**config.mk**
```make
export PLATFORM = sky130hd
export DESIGN_NAME = csv_attitude_line_parser_top
export DESIGN_NICKNAME = d
export VERILOG_FILES = /design/src/hw/rtl/calp_pkg.sv /design/src/hw/rtl/csv_attitude_line_parser_top.sv
export VERILOG_INCLUDE_DIRS = /design/src /design/src/hw/rtl
export SDC_FILE = /design/constraint.sdc
export NUM_CORES = 2
export LEC_CHECK = 0
export BUFFER_PORTS_ARGS = -buffer_cell sky130_fd_sc_hd__buf_2
export CAP_MARGIN = 0
export CORE_ASPECT_RATIO = 1.75
export CORE_MARGIN = 3
export CORE_UTILIZATION = 55
export CTS_CLUSTER_SIZE = 8
export DETAILED_ROUTE_END_ITERATION = 8
export GPL_TIMING_DRIVEN = 0
export PLACE_DENSITY = 0.76
export SLEW_MARGIN = 25
export SYNTH_ARGS = -nofsm -noshare
export SYNTH_HDL_FRONTEND = slang
export SYNTH_SLANG_ARGS = --single-unit
```
**constraint.sdc**
```tcl
create_clock -name clk -period 12.3 [get_ports clk]
set_input_delay 1.23 -clock clk [delete_from_list [all_inputs] [get_ports clk]]
set_output_delay 1.23 -clock clk [all_outputs]
set_load 0.05 [all_outputs]
```
**src/hw/rtl/csv_attitude_line_parser_top_defines.svh**
```systemverilog
// Assertion macros shared by the attitude line parser RTL.
// Needs clk and rst in the scope of the module that uses them.
`ifndef CSV_ATTITUDE_LINE_PARSER_TOP_DEFINES_SVH
`define CSV_ATTITUDE_LINE_PARSER_TOP_DEFINES_SVH
`ifndef SYNTHESIS
`define CALP_ASSERT_IMP(name, ante, cons) \
  name: assert property (@(posedge clk) disable iff (rst) (ante) |-> (cons)) \
    else $error("calp check failed");
`define CALP_ASSERT_NXT(name, ante, cons) \
  name: assert property (@(posedge clk) disable iff (rst) (ante) |=> (cons)) \
    else $error("calp check failed");
`else
`define CALP_ASSERT_IMP(name, ante, cons)
`define CALP_ASSERT_NXT(name, ante, cons)
`endif
`endif

```
**src/hw/rtl/calp_pkg.sv**
```systemverilog
// Types, character codes and fixed-point helpers of the attitude line parser.
// No dependencies.
`default_nettype none
package calp_pkg;

  localparam int PORTS      = 4;
  localparam int PORT_W     = 2;
  localparam int LINE_BYTES = 64;
  localparam int LEN_W      = 6;
  localparam int FRAC_BITS  = 16;

  // integer part saturates here; anything at or above it maps to full scale
  localparam logic [15:0] INT_CAP = 16'd32768;
  // floor(f * 2^16 / 1e5) == (f * RECIP) >> 29 for f < 1e5
  localparam logic [28:0] RECIP = 29'd351843721;
  localparam int RECIP_SH = 29;

  localparam logic [7:0] CH_LF    = 8'h0A;
  localparam logic [7:0] CH_CR    = 8'h0D;
  localparam logic [7:0] CH_TAB   = 8'h09;
  localparam logic [7:0] CH_SPACE = 8'h20;
  localparam logic [7:0] CH_TILDE = 8'h7E;
  localparam logic [7:0] CH_COMMA = 8'h2C;
  localparam logic [7:0] CH_DOT   = 8'h2E;
  localparam logic [7:0] CH_MINUS = 8'h2D;
  localparam logic [7:0] CH_PLUS  = 8'h2B;
  localparam logic [7:0] CH_ZERO  = 8'h30;
  localparam logic [7:0] CH_NINE  = 8'h39;

  typedef enum logic [4:0] {
    PH_LEAD  = 5'b00001,
    PH_SIGN  = 5'b00010,
    PH_INT   = 5'b00100,
    PH_FRAC  = 5'b01000,
    PH_TRAIL = 5'b10000
  } phase_t;

  // weight of a fraction digit in units of 1e-5
  function automatic logic [13:0] frac_weight(input logic [2:0] pos);
    logic [13:0] w;
    begin
      unique case (pos)
        3'd0: w = 14'd10000;
        3'd1: w = 14'd1000;
        3'd2: w = 14'd100;
        3'd3: w = 14'd10;
        default: w = 14'd1;
      endcase
      return w;
    end
  endfunction

endpackage
`default_nettype wire

```
**src/hw/rtl/csv_attitude_line_parser_top.sv**
```systemverilog
// Attitude line parser top level: per-port line state, parse and result register.
// Depends on calp_pkg and csv_attitude_line_parser_top_defines.svh.
//
// Usage:
//   Slave channel: one received byte per transfer, s_tdata = byte,
//   s_tuser = receive port. Master channel: one result per committed line
//   (CR or LF ending a non-empty, not overlong line).
//   A byte is registered at its transfer, and the parse writes the result
//   register from the input register when that byte advances.
//   Throughput: one byte per cycle unless a byte that commits a line waits on
//   a stalled result; each byte is parsed by one pass of logic reading its
//   port's state, so bytes of the same port may follow back to back.
//   Reset clears every port's line, the held angles and all counters.
//   When the receiver stalls, the result register holds; bytes that end no
//   line keep flowing, while a line-end byte that commits a line waits in
//   the input register and s_tready drops until the result is taken.
`default_nettype none
`include "csv_attitude_line_parser_top_defines.svh"
module csv_attitude_line_parser_top
  import calp_pkg::*;
(
  input  wire logic         clk,
  input  wire logic         rst,
  input  wire logic         s_tvalid,
  output logic              s_tready,
  input  wire logic [7:0]   s_tdata,   // [7:0] rx_byte
  input  wire logic [1:0]   s_tuser,   // [1:0] port_index
  output logic              m_tvalid,
  input  wire logic         m_tready,
  // [0] frame_ok, [32:1] pitch_angle, [64:33] roll_angle, [96:65] yaw_angle,
  // [128:97] bytes_seen, [160:129] lines_seen, [192:161] good_lines,
  // [224:193] bad_lines, [232:225] final_byte, [239:233] zero
  output logic [239:0]      m_tdata
);

  // input register
  logic              in_valid;
  logic [PORT_W-1:0] in_port;
  logic [7:0]        in_byte;
  logic              advance;

  // per-port line state
  logic [LEN_W-1:0] line_length   [PORTS];
  logic             overflow_mark [PORTS];
  phase_t           parse_phase   [PORTS];
  logic [1:0]       field_number  [PORTS];
  logic             negative_mark [PORTS];
  logic             digit_seen    [PORTS];
  logic [2:0]       frac_digits   [PORTS];
  logic [15:0]      int_part      [PORTS];
  logic [16:0]      frac_part     [PORTS];
  logic             line_failed   [PORTS];
  logic [31:0]      pending_pitch [PORTS];
  logic [31:0]      pending_roll  [PORTS];

  // shared state
  logic [31:0] held_pitch, held_roll, held_yaw;
  logic [31:0] bytes_seen, lines_seen, good_lines, bad_lines;

  // result register
  logic        out_ok;
  logic [31:0] out_pitch, out_roll, out_yaw;
  logic [31:0] out_bytes, out_lines, out_good, out_bad;
  logic [7:0]  out_byte;

  // next values for the addressed port
  logic [LEN_W-1:0] len_next;
  logic             ovf_next, neg_next, seen_next, failed_next;
  phase_t           phase_next;
  logic [1:0]       field_next;
  logic [2:0]       fd_next;
  logic [15:0]      int_next;
  logic [16:0]      frac_next;
  logic [31:0]      pitch_next, roll_next;
  logic             emit, ok;

  logic             is_numeral, is_space, is_end, is_ctrl;
  logic [3:0]       digit;
  logic [19:0]      int_mac;
  logic [45:0]      frac_prod;
  logic [31:0]      mag, fix_val;
  logic             do_digit, do_comma;
  phase_t           ph;

  // a waiting result only blocks a byte that commits a line
  assign advance  = in_valid && (!emit || !m_tvalid || m_tready);
  assign s_tready = !in_valid || advance;

  always_comb begin
    ph         = parse_phase[in_port];
    is_numeral = (in_byte >= CH_ZERO) && (in_byte <= CH_NINE);
    is_space   = (in_byte == CH_SPACE) || (in_byte == CH_TAB);
    is_end     = (in_byte == CH_LF) || (in_byte == CH_CR);
    is_ctrl    = (in_byte < CH_SPACE) || (in_byte > CH_TILDE);
    digit      = in_byte[3:0];

    // magnitude to signed Q15.16
    frac_prod = 46'(frac_part[in_port]) * 46'(RECIP);
    if (int_part[in_port] >= INT_CAP) begin
      mag = 32'h7FFF_FFFF;
    end else begin
      mag = {1'b0, int_part[in_port][14:0], frac_prod[RECIP_SH +: FRAC_BITS]};
    end
    fix_val = negative_mark[in_port] ? (32'd0 - mag) : mag;

    int_mac = {int_part[in_port], 3'b000} + {3'b000, int_part[in_port], 1'b0}
              + 20'(digit);

    len_next    = line_length[in_port];
    ovf_next    = overflow_mark[in_port];
    phase_next  = ph;
    field_next  = field_number[in_port];
    neg_next    = negative_mark[in_port];
    seen_next   = digit_seen[in_port];
    fd_next     = frac_digits[in_port];
    int_next    = int_part[in_port];
    frac_next   = frac_part[in_port];
    failed_next = line_failed[in_port];
    pitch_next  = pending_pitch[in_port];
    roll_next   = pending_roll[in_port];
    emit        = 1'b0;
    ok          = 1'b0;
    do_digit    = 1'b0;
    do_comma    = 1'b0;

    // byte classification and per-phase syntax
    priority if (is_end) begin
      emit = !overflow_mark[in_port] && (line_length[in_port] != '0);
      ok   = !line_failed[in_port] && (field_number[in_port] == 2'd2) &&
             digit_seen[in_port] &&
             (ph == PH_INT || ph == PH_FRAC || ph == PH_TRAIL);
    end else if (is_ctrl) begin
    end else if (line_length[in_port] < LEN_W'(LINE_BYTES - 1)) begin
      len_next = line_length[in_port] + LEN_W'(1);
      if (!line_failed[in_port]) begin
        priority if (ph == PH_LEAD || ph == PH_SIGN) begin
          priority if (is_numeral) do_digit = 1'b1;
          else if (in_byte == CH_DOT) phase_next = PH_FRAC;
          else if (ph == PH_LEAD && is_space) begin
          end else if (ph == PH_LEAD && (in_byte == CH_MINUS || in_byte == CH_PLUS)) begin
            neg_next   = (in_byte == CH_MINUS);
            phase_next = PH_SIGN;
          end else failed_next = 1'b1;
        end else if (ph == PH_INT || ph == PH_FRAC) begin
          priority if (is_numeral) do_digit = 1'b1;
          else if (ph == PH_INT && in_byte == CH_DOT) phase_next = PH_FRAC;
          else if (is_space) begin
            if (digit_seen[in_port]) phase_next = PH_TRAIL;
            else failed_next = 1'b1;
          end else if (in_byte == CH_COMMA) do_comma = 1'b1;
          else failed_next = 1'b1;
        end else begin
          priority if (is_space) begin
          end else if (in_byte == CH_COMMA) do_comma = 1'b1;
          else failed_next = 1'b1;
        end
      end
    end else begin
      ovf_next = 1'b1;
    end

    // digit accumulation
    if (do_digit) begin
      seen_next = 1'b1;
      if (ph == PH_FRAC) begin
        if (frac_digits[in_port] < 3'd5) begin
          frac_next = frac_part[in_port]
                      + 17'(18'(digit) * 18'(frac_weight(frac_digits[in_port])));
          fd_next   = frac_digits[in_port] + 3'd1;
        end
      end else begin
        int_next   = (int_mac > 20'(INT_CAP)) ? INT_CAP : int_mac[15:0];
        phase_next = PH_INT;
      end
    end

    // field separator
    if (do_comma) begin
      if (!digit_seen[in_port] || field_number[in_port] == 2'd2) begin
        failed_next = 1'b1;
      end else begin
        if (field_number[in_port] == 2'd0) pitch_next = fix_val;
        else roll_next = fix_val;
        field_next = field_number[in_port] + 2'd1;
        neg_next   = 1'b0;
        seen_next  = 1'b0;
        fd_next    = '0;
        int_next   = '0;
        frac_next  = '0;
        phase_next = PH_LEAD;
      end
    end

    // line end or control byte clears the line
    if (is_end || is_ctrl) begin
      len_next    = '0;
      ovf_next    = 1'b0;
      phase_next  = PH_LEAD;
      field_next  = '0;
      neg_next    = 1'b0;
      seen_next   = 1'b0;
      fd_next     = '0;
      int_next    = '0;
      frac_next   = '0;
      failed_next = 1'b0;
      pitch_next  = '0;
      roll_next   = '0;
    end
  end

  // input register
  always_ff @(posedge clk) begin
    if (rst) begin
      in_valid <= 1'b0;
    end else if (s_tvalid && s_tready) begin
      in_valid <= 1'b1;
    end else if (advance) begin
      in_valid <= 1'b0;
    end
    if (s_tvalid && s_tready) begin
      in_port <= s_tuser;
      in_byte <= s_tdata;
    end
  end

  // port state, shared state and result register
  always_ff @(posedge clk) begin
    if (rst) begin
      for (int i = 0; i < PORTS; i++) begin
        line_length[i]   <= '0;
        overflow_mark[i] <= 1'b0;
        parse_phase[i]   <= PH_LEAD;
        field_number[i]  <= '0;
        negative_mark[i] <= 1'b0;
        digit_seen[i]    <= 1'b0;
        frac_digits[i]   <= '0;
        int_part[i]      <= '0;
        frac_part[i]     <= '0;
        line_failed[i]   <= 1'b0;
        pending_pitch[i] <= '0;
        pending_roll[i]  <= '0;
      end
      held_pitch <= '0;
      held_roll  <= '0;
      held_yaw   <= '0;
      bytes_seen <= '0;
      lines_seen <= '0;
      good_lines <= '0;
      bad_lines  <= '0;
      m_tvalid   <= 1'b0;
    end else begin
      if (m_tready) m_tvalid <= 1'b0;
      if (advance) begin
        line_length[in_port]   <= len_next;
        overflow_mark[in_port] <= ovf_next;
        parse_phase[in_port]   <= phase_next;
        field_number[in_port]  <= field_next;
        negative_mark[in_port] <= neg_next;
        digit_seen[in_port]    <= seen_next;
        frac_digits[in_port]   <= fd_next;
        int_part[in_port]      <= int_next;
        frac_part[in_port]     <= frac_next;
        line_failed[in_port]   <= failed_next;
        pending_pitch[in_port] <= pitch_next;
        pending_roll[in_port]  <= roll_next;
        bytes_seen <= bytes_seen + 32'd1;
        if (emit) begin
          lines_seen <= lines_seen + 32'd1;
          if (ok) begin
            held_pitch <= pending_pitch[in_port];
            held_roll  <= pending_roll[in_port];
            held_yaw   <= fix_val;
            good_lines <= good_lines + 32'd1;
          end else begin
            bad_lines <= bad_lines + 32'd1;
          end
          m_tvalid <= 1'b1;
        end
      end
    end
  end

  // result payload
  always_ff @(posedge clk) begin
    if (advance && emit) begin
      out_ok    <= ok;
      out_pitch <= ok ? pending_pitch[in_port] : held_pitch;
      out_roll  <= ok ? pending_roll[in_port] : held_roll;
      out_yaw   <= ok ? fix_val : held_yaw;
      out_bytes <= bytes_seen + 32'd1;
      out_lines <= lines_seen + 32'd1;
      out_good  <= ok ? good_lines + 32'd1 : good_lines;
      out_bad   <= ok ? bad_lines : bad_lines + 32'd1;
      out_byte  <= in_byte;
    end
  end

  assign m_tdata = {7'd0, out_byte, out_bad, out_good, out_lines, out_bytes,
                    out_yaw, out_roll, out_pitch, out_ok};

  `CALP_ASSERT_IMP(a_count_split, m_tvalid, out_lines == out_good + out_bad)
  `CALP_ASSERT_IMP(a_ends_line, m_tvalid, out_byte == CH_LF || out_byte == CH_CR)
  `CALP_ASSERT_NXT(a_hold_input, in_valid && !advance, in_valid)
  `CALP_ASSERT_NXT(a_take_input, s_tvalid && s_tready, in_valid)

endmodule
`default_nettype wire
```
==> flow_metrics.tcl <==
set metrics [dict create \
    hp-start "held_yaw[5]" \
    end_kind "register" \
    critPathArrivalTime_ns 12.46 \
    cts_root_buf "clkbuf_16" \
    synth_mux_area_share_pct 5.919 \
    vias 39779 \
    cp_max_fo 19 \
    slowest_stage "fa_1" \
    ctsHoldBuffers 0 \
    synth_top_family_by_area "simple AND/OR/NAND/NOR gates" \
    wire_per_inst_um 25.09 \
    reg2reg_slack_ns 0.30 \
    hold_depth 2 \
    grt_pass1_wl_mm 243.6 \
    grt_pass1_vias 40511 \
    drive_gt1_share_pct 12.01 \
    ant_nets 0 \
    power_density_mw_per_mm2 272.3 \
    crit_top_cell "fa_1" \
    ir_drop_uv 724.2 \
    io_pins 256 \
    synth-async-reset-ratio_pct 0 \
    synth_cell_type_count 84 \
    coreArea_mm2 0.09471 \
    gp_congestion 1.025 \
    ys_warn_count 0 \
    dieArea_mm2 0.09976 \
    setup.worst_path.start_class "register" \
    most-common-layout-cells "edfxtp_1 (711), nand2_1 (609), nor2_1 (559)" \
    routed_via_density 6.058 \
    final_common_cell "edfxtp_1" \
    grt_setup_unrepaired "false" \
    grt_max_degree 58 \
    syn_area_per_cell_um2 10.85 \
    finalPower_uw 16330 \
    synth_compound_area_share_pct 7.777 \
    cts.sinks 939 \
    ys_seq_area_share_pct 49.15 \
    synthAdderAreaFrac_pct 12.97 \
    layout.nets 5717 \
    netlist_instances 4860 \
    start_util_pct 55.67 \
    slew_viol_final 0 \
    critPathKind "reg -> reg" \
    setup-tns-final_ns 0 \
    clock_path_buffers 3 \
    portBuffers 248 \
    rr_endpoint "pending_roll[1][23]" \
    drt-initial-drc-count 3645 \
    clock_latency_ns 0.76 \
    synth_xor_area_share_pct 4.718 \
    worstRegToRegCells 28 \
    min_period_ns 12.00 \
    drt_first_pass_iters 6 \
    max_stage_delay_ns 0.69 \
    hold_violations 0 \
    setup_violations 0 \
    placementRows 149 \
    numCtsBuffers 135 \
    gr-usage-all-layers_pct 33.07 \
    antenna_found_initial 1 \
    relSlewSlack_pct 13.09 \
    ys_ff_latch 939 \
    synthFlopType "edfxtp_1" \
    holdPathEnd "held_yaw[5]" \
    wl_mm 164.7 \
    cts.htree.levels 4 \
    place.detailed.hpwl_mm 124.4 \
    clkTransAtPathRegs_ns 0.05 \
    area.growth.synth_to_final_pct 13.78 \
    die_h_um 415.6 \
    cap_violations 0 \
    syn_area_mm2 0.05272 \
    synth_edf_count 711 \
    fmaxAchievable_mhz 83.32 \
    period_share_pct 97.58 \
    cts_tree "yes" \
    die_w_um 240.0 \
    worst_pin_slew_ns 1.299 \
    outcome "completed" \
    drcViolationCount 0 \
    hold_ws_ns 0.4578 \
    worstPathRequired_ns 12.76 \
    clock_skew_ns 0.02522 \
    grt-ovfl-total 0 \
    hold_class "reg -> reg" \
    p_leak_uw 0.02369 \
    yosys.area_share.simple_pct 14.75 \
]
[cell type report]
type | instances | area [um2]
Clock inverter | 10 | 116.4
Tap cell | 1208 | 1511
Buffer | 253 | 1032
Sequential cell | 939 | 25910
Multi-Input combinational cell | 3279 | 24510
Inverter | 392 | 1471
Fill cell | 7318 | 34720
Antenna cell | 2 | 5.005
Clock buffer | 213 | 3756
Timing Repair Buffer | 270 | 1668
[cells by family after synthesis]
logic type	Yosys count
buffers and inverters	648
AOI/OAI and AO/OA	654
xor gates and xnor gates	284
DFF	939
and+or+nand+nor	1736
muxes	165
other	1
adders and majority gates	433
[power by group]
part / internal (uW) / switching (uW) / leakage [uW]
Sequential: 3470 / 31.2 / 0.00858
Combinational: 2920 / 6470 / 0.0133
Clock: 2080 / 1370 / 0.00186
[worst max path at each step]
stage	start	endpoint	cells after the start
global placement	register	held_yaw[3]	14
CTS	register	pending_roll[0][29]	29
detailed placement	register	pending_roll[0][29]	33
global route	register	pending_pitch[0][14]	33
floorplan	register	held_yaw[3]	14
finish	register	pending_roll[1][23]	28
[synth_stat cells (30+ instances only)]
cell type | count | share of area (%)
or3_1 | 42 | 0.50
nand2_1 | 609 | 4.3
and3_1 | 46 | 0.55
inv_1 | 392 | 2.8
clkbuf_1 | 209 | 1.5
mux4_2 | 115 | 4.9
nand3_1 | 94 | 0.89
nor2_1 | 559 | 4.0
fa_1 | 189 | 7.2
ha_1 | 244 | 5.8
nor3_1 | 138 | 1.3
and2_1 | 30 | 0.36
dfxtp_1 | 228 | 8.7
mux2i_1 | 35 | 0.66
xor2_1 | 165 | 2.7
edfxtp_1 | 711 | 40
nand4_1 | 68 | 0.81
a21oi_1 | 293 | 2.8
xnor2_1 | 119 | 2.0
o21ai_0 | 120 | 1.1
[stage by stage]
stage | cells | instance area, um2 | setup slack, ns | utilization, %
6_report | 6566 | 59990 | 0.2977 | 63.34
5_1_grt | 6564 | 59980 | 0.03656 | 63.34
4_1_cts | 6561 | 59880 | 0.02716 | 63.22
3_5_place_dp | 6341 | 56000 | -1.637 | 59.13
3_3_place_gp | 6322 | 55500 | -4.301 | 58.60
2_1_floorplan | 4866 | 52750 | 1.692 | -
[sequential cells by signal, indices dropped and copies added (netlist names), 12 cells and up, named ones only]
name           flops
out_good          32
held_pitch        32
out_roll          32
out_bad           32
bytes_seen        32
out_yaw           32
good_lines        32
frac_digits       12
bad_lines         32
pending_roll     128
out_bytes         32
parse_phase       20
out_pitch         32
lines_seen        32
held_roll         32
frac_part         68
line_length       24
held_yaw          32
pending_pitch    128
out_lines         32
int_part          64
[critical path: cells and delay by family (launching register included)]
family	cells	cell delay (ns)
compound gates	4	1.33
fa+ha+maj	7	3.64
buf+inv	9	2.87
flops	1	0.35
mux	1	0.67
simple gates	7	2.80
[timing repair]
item,in CTS,in global routing
setup endpoints to repair,293,117
resized for setup,6,10
pin swaps,0,3
buffers inserted,0,3
[routing by layer]
metal  track usage (%)  vias to the layer above  wire, um
li1                  -                    17838         -
met1             32.83                    19277     52240
met2             57.75                     2001     83090
met3             6.518                      663     11650
met4             29.58                        0     17740
met5                 0                        -         0
Note: power is estimated with default switching activity, not from simulation.
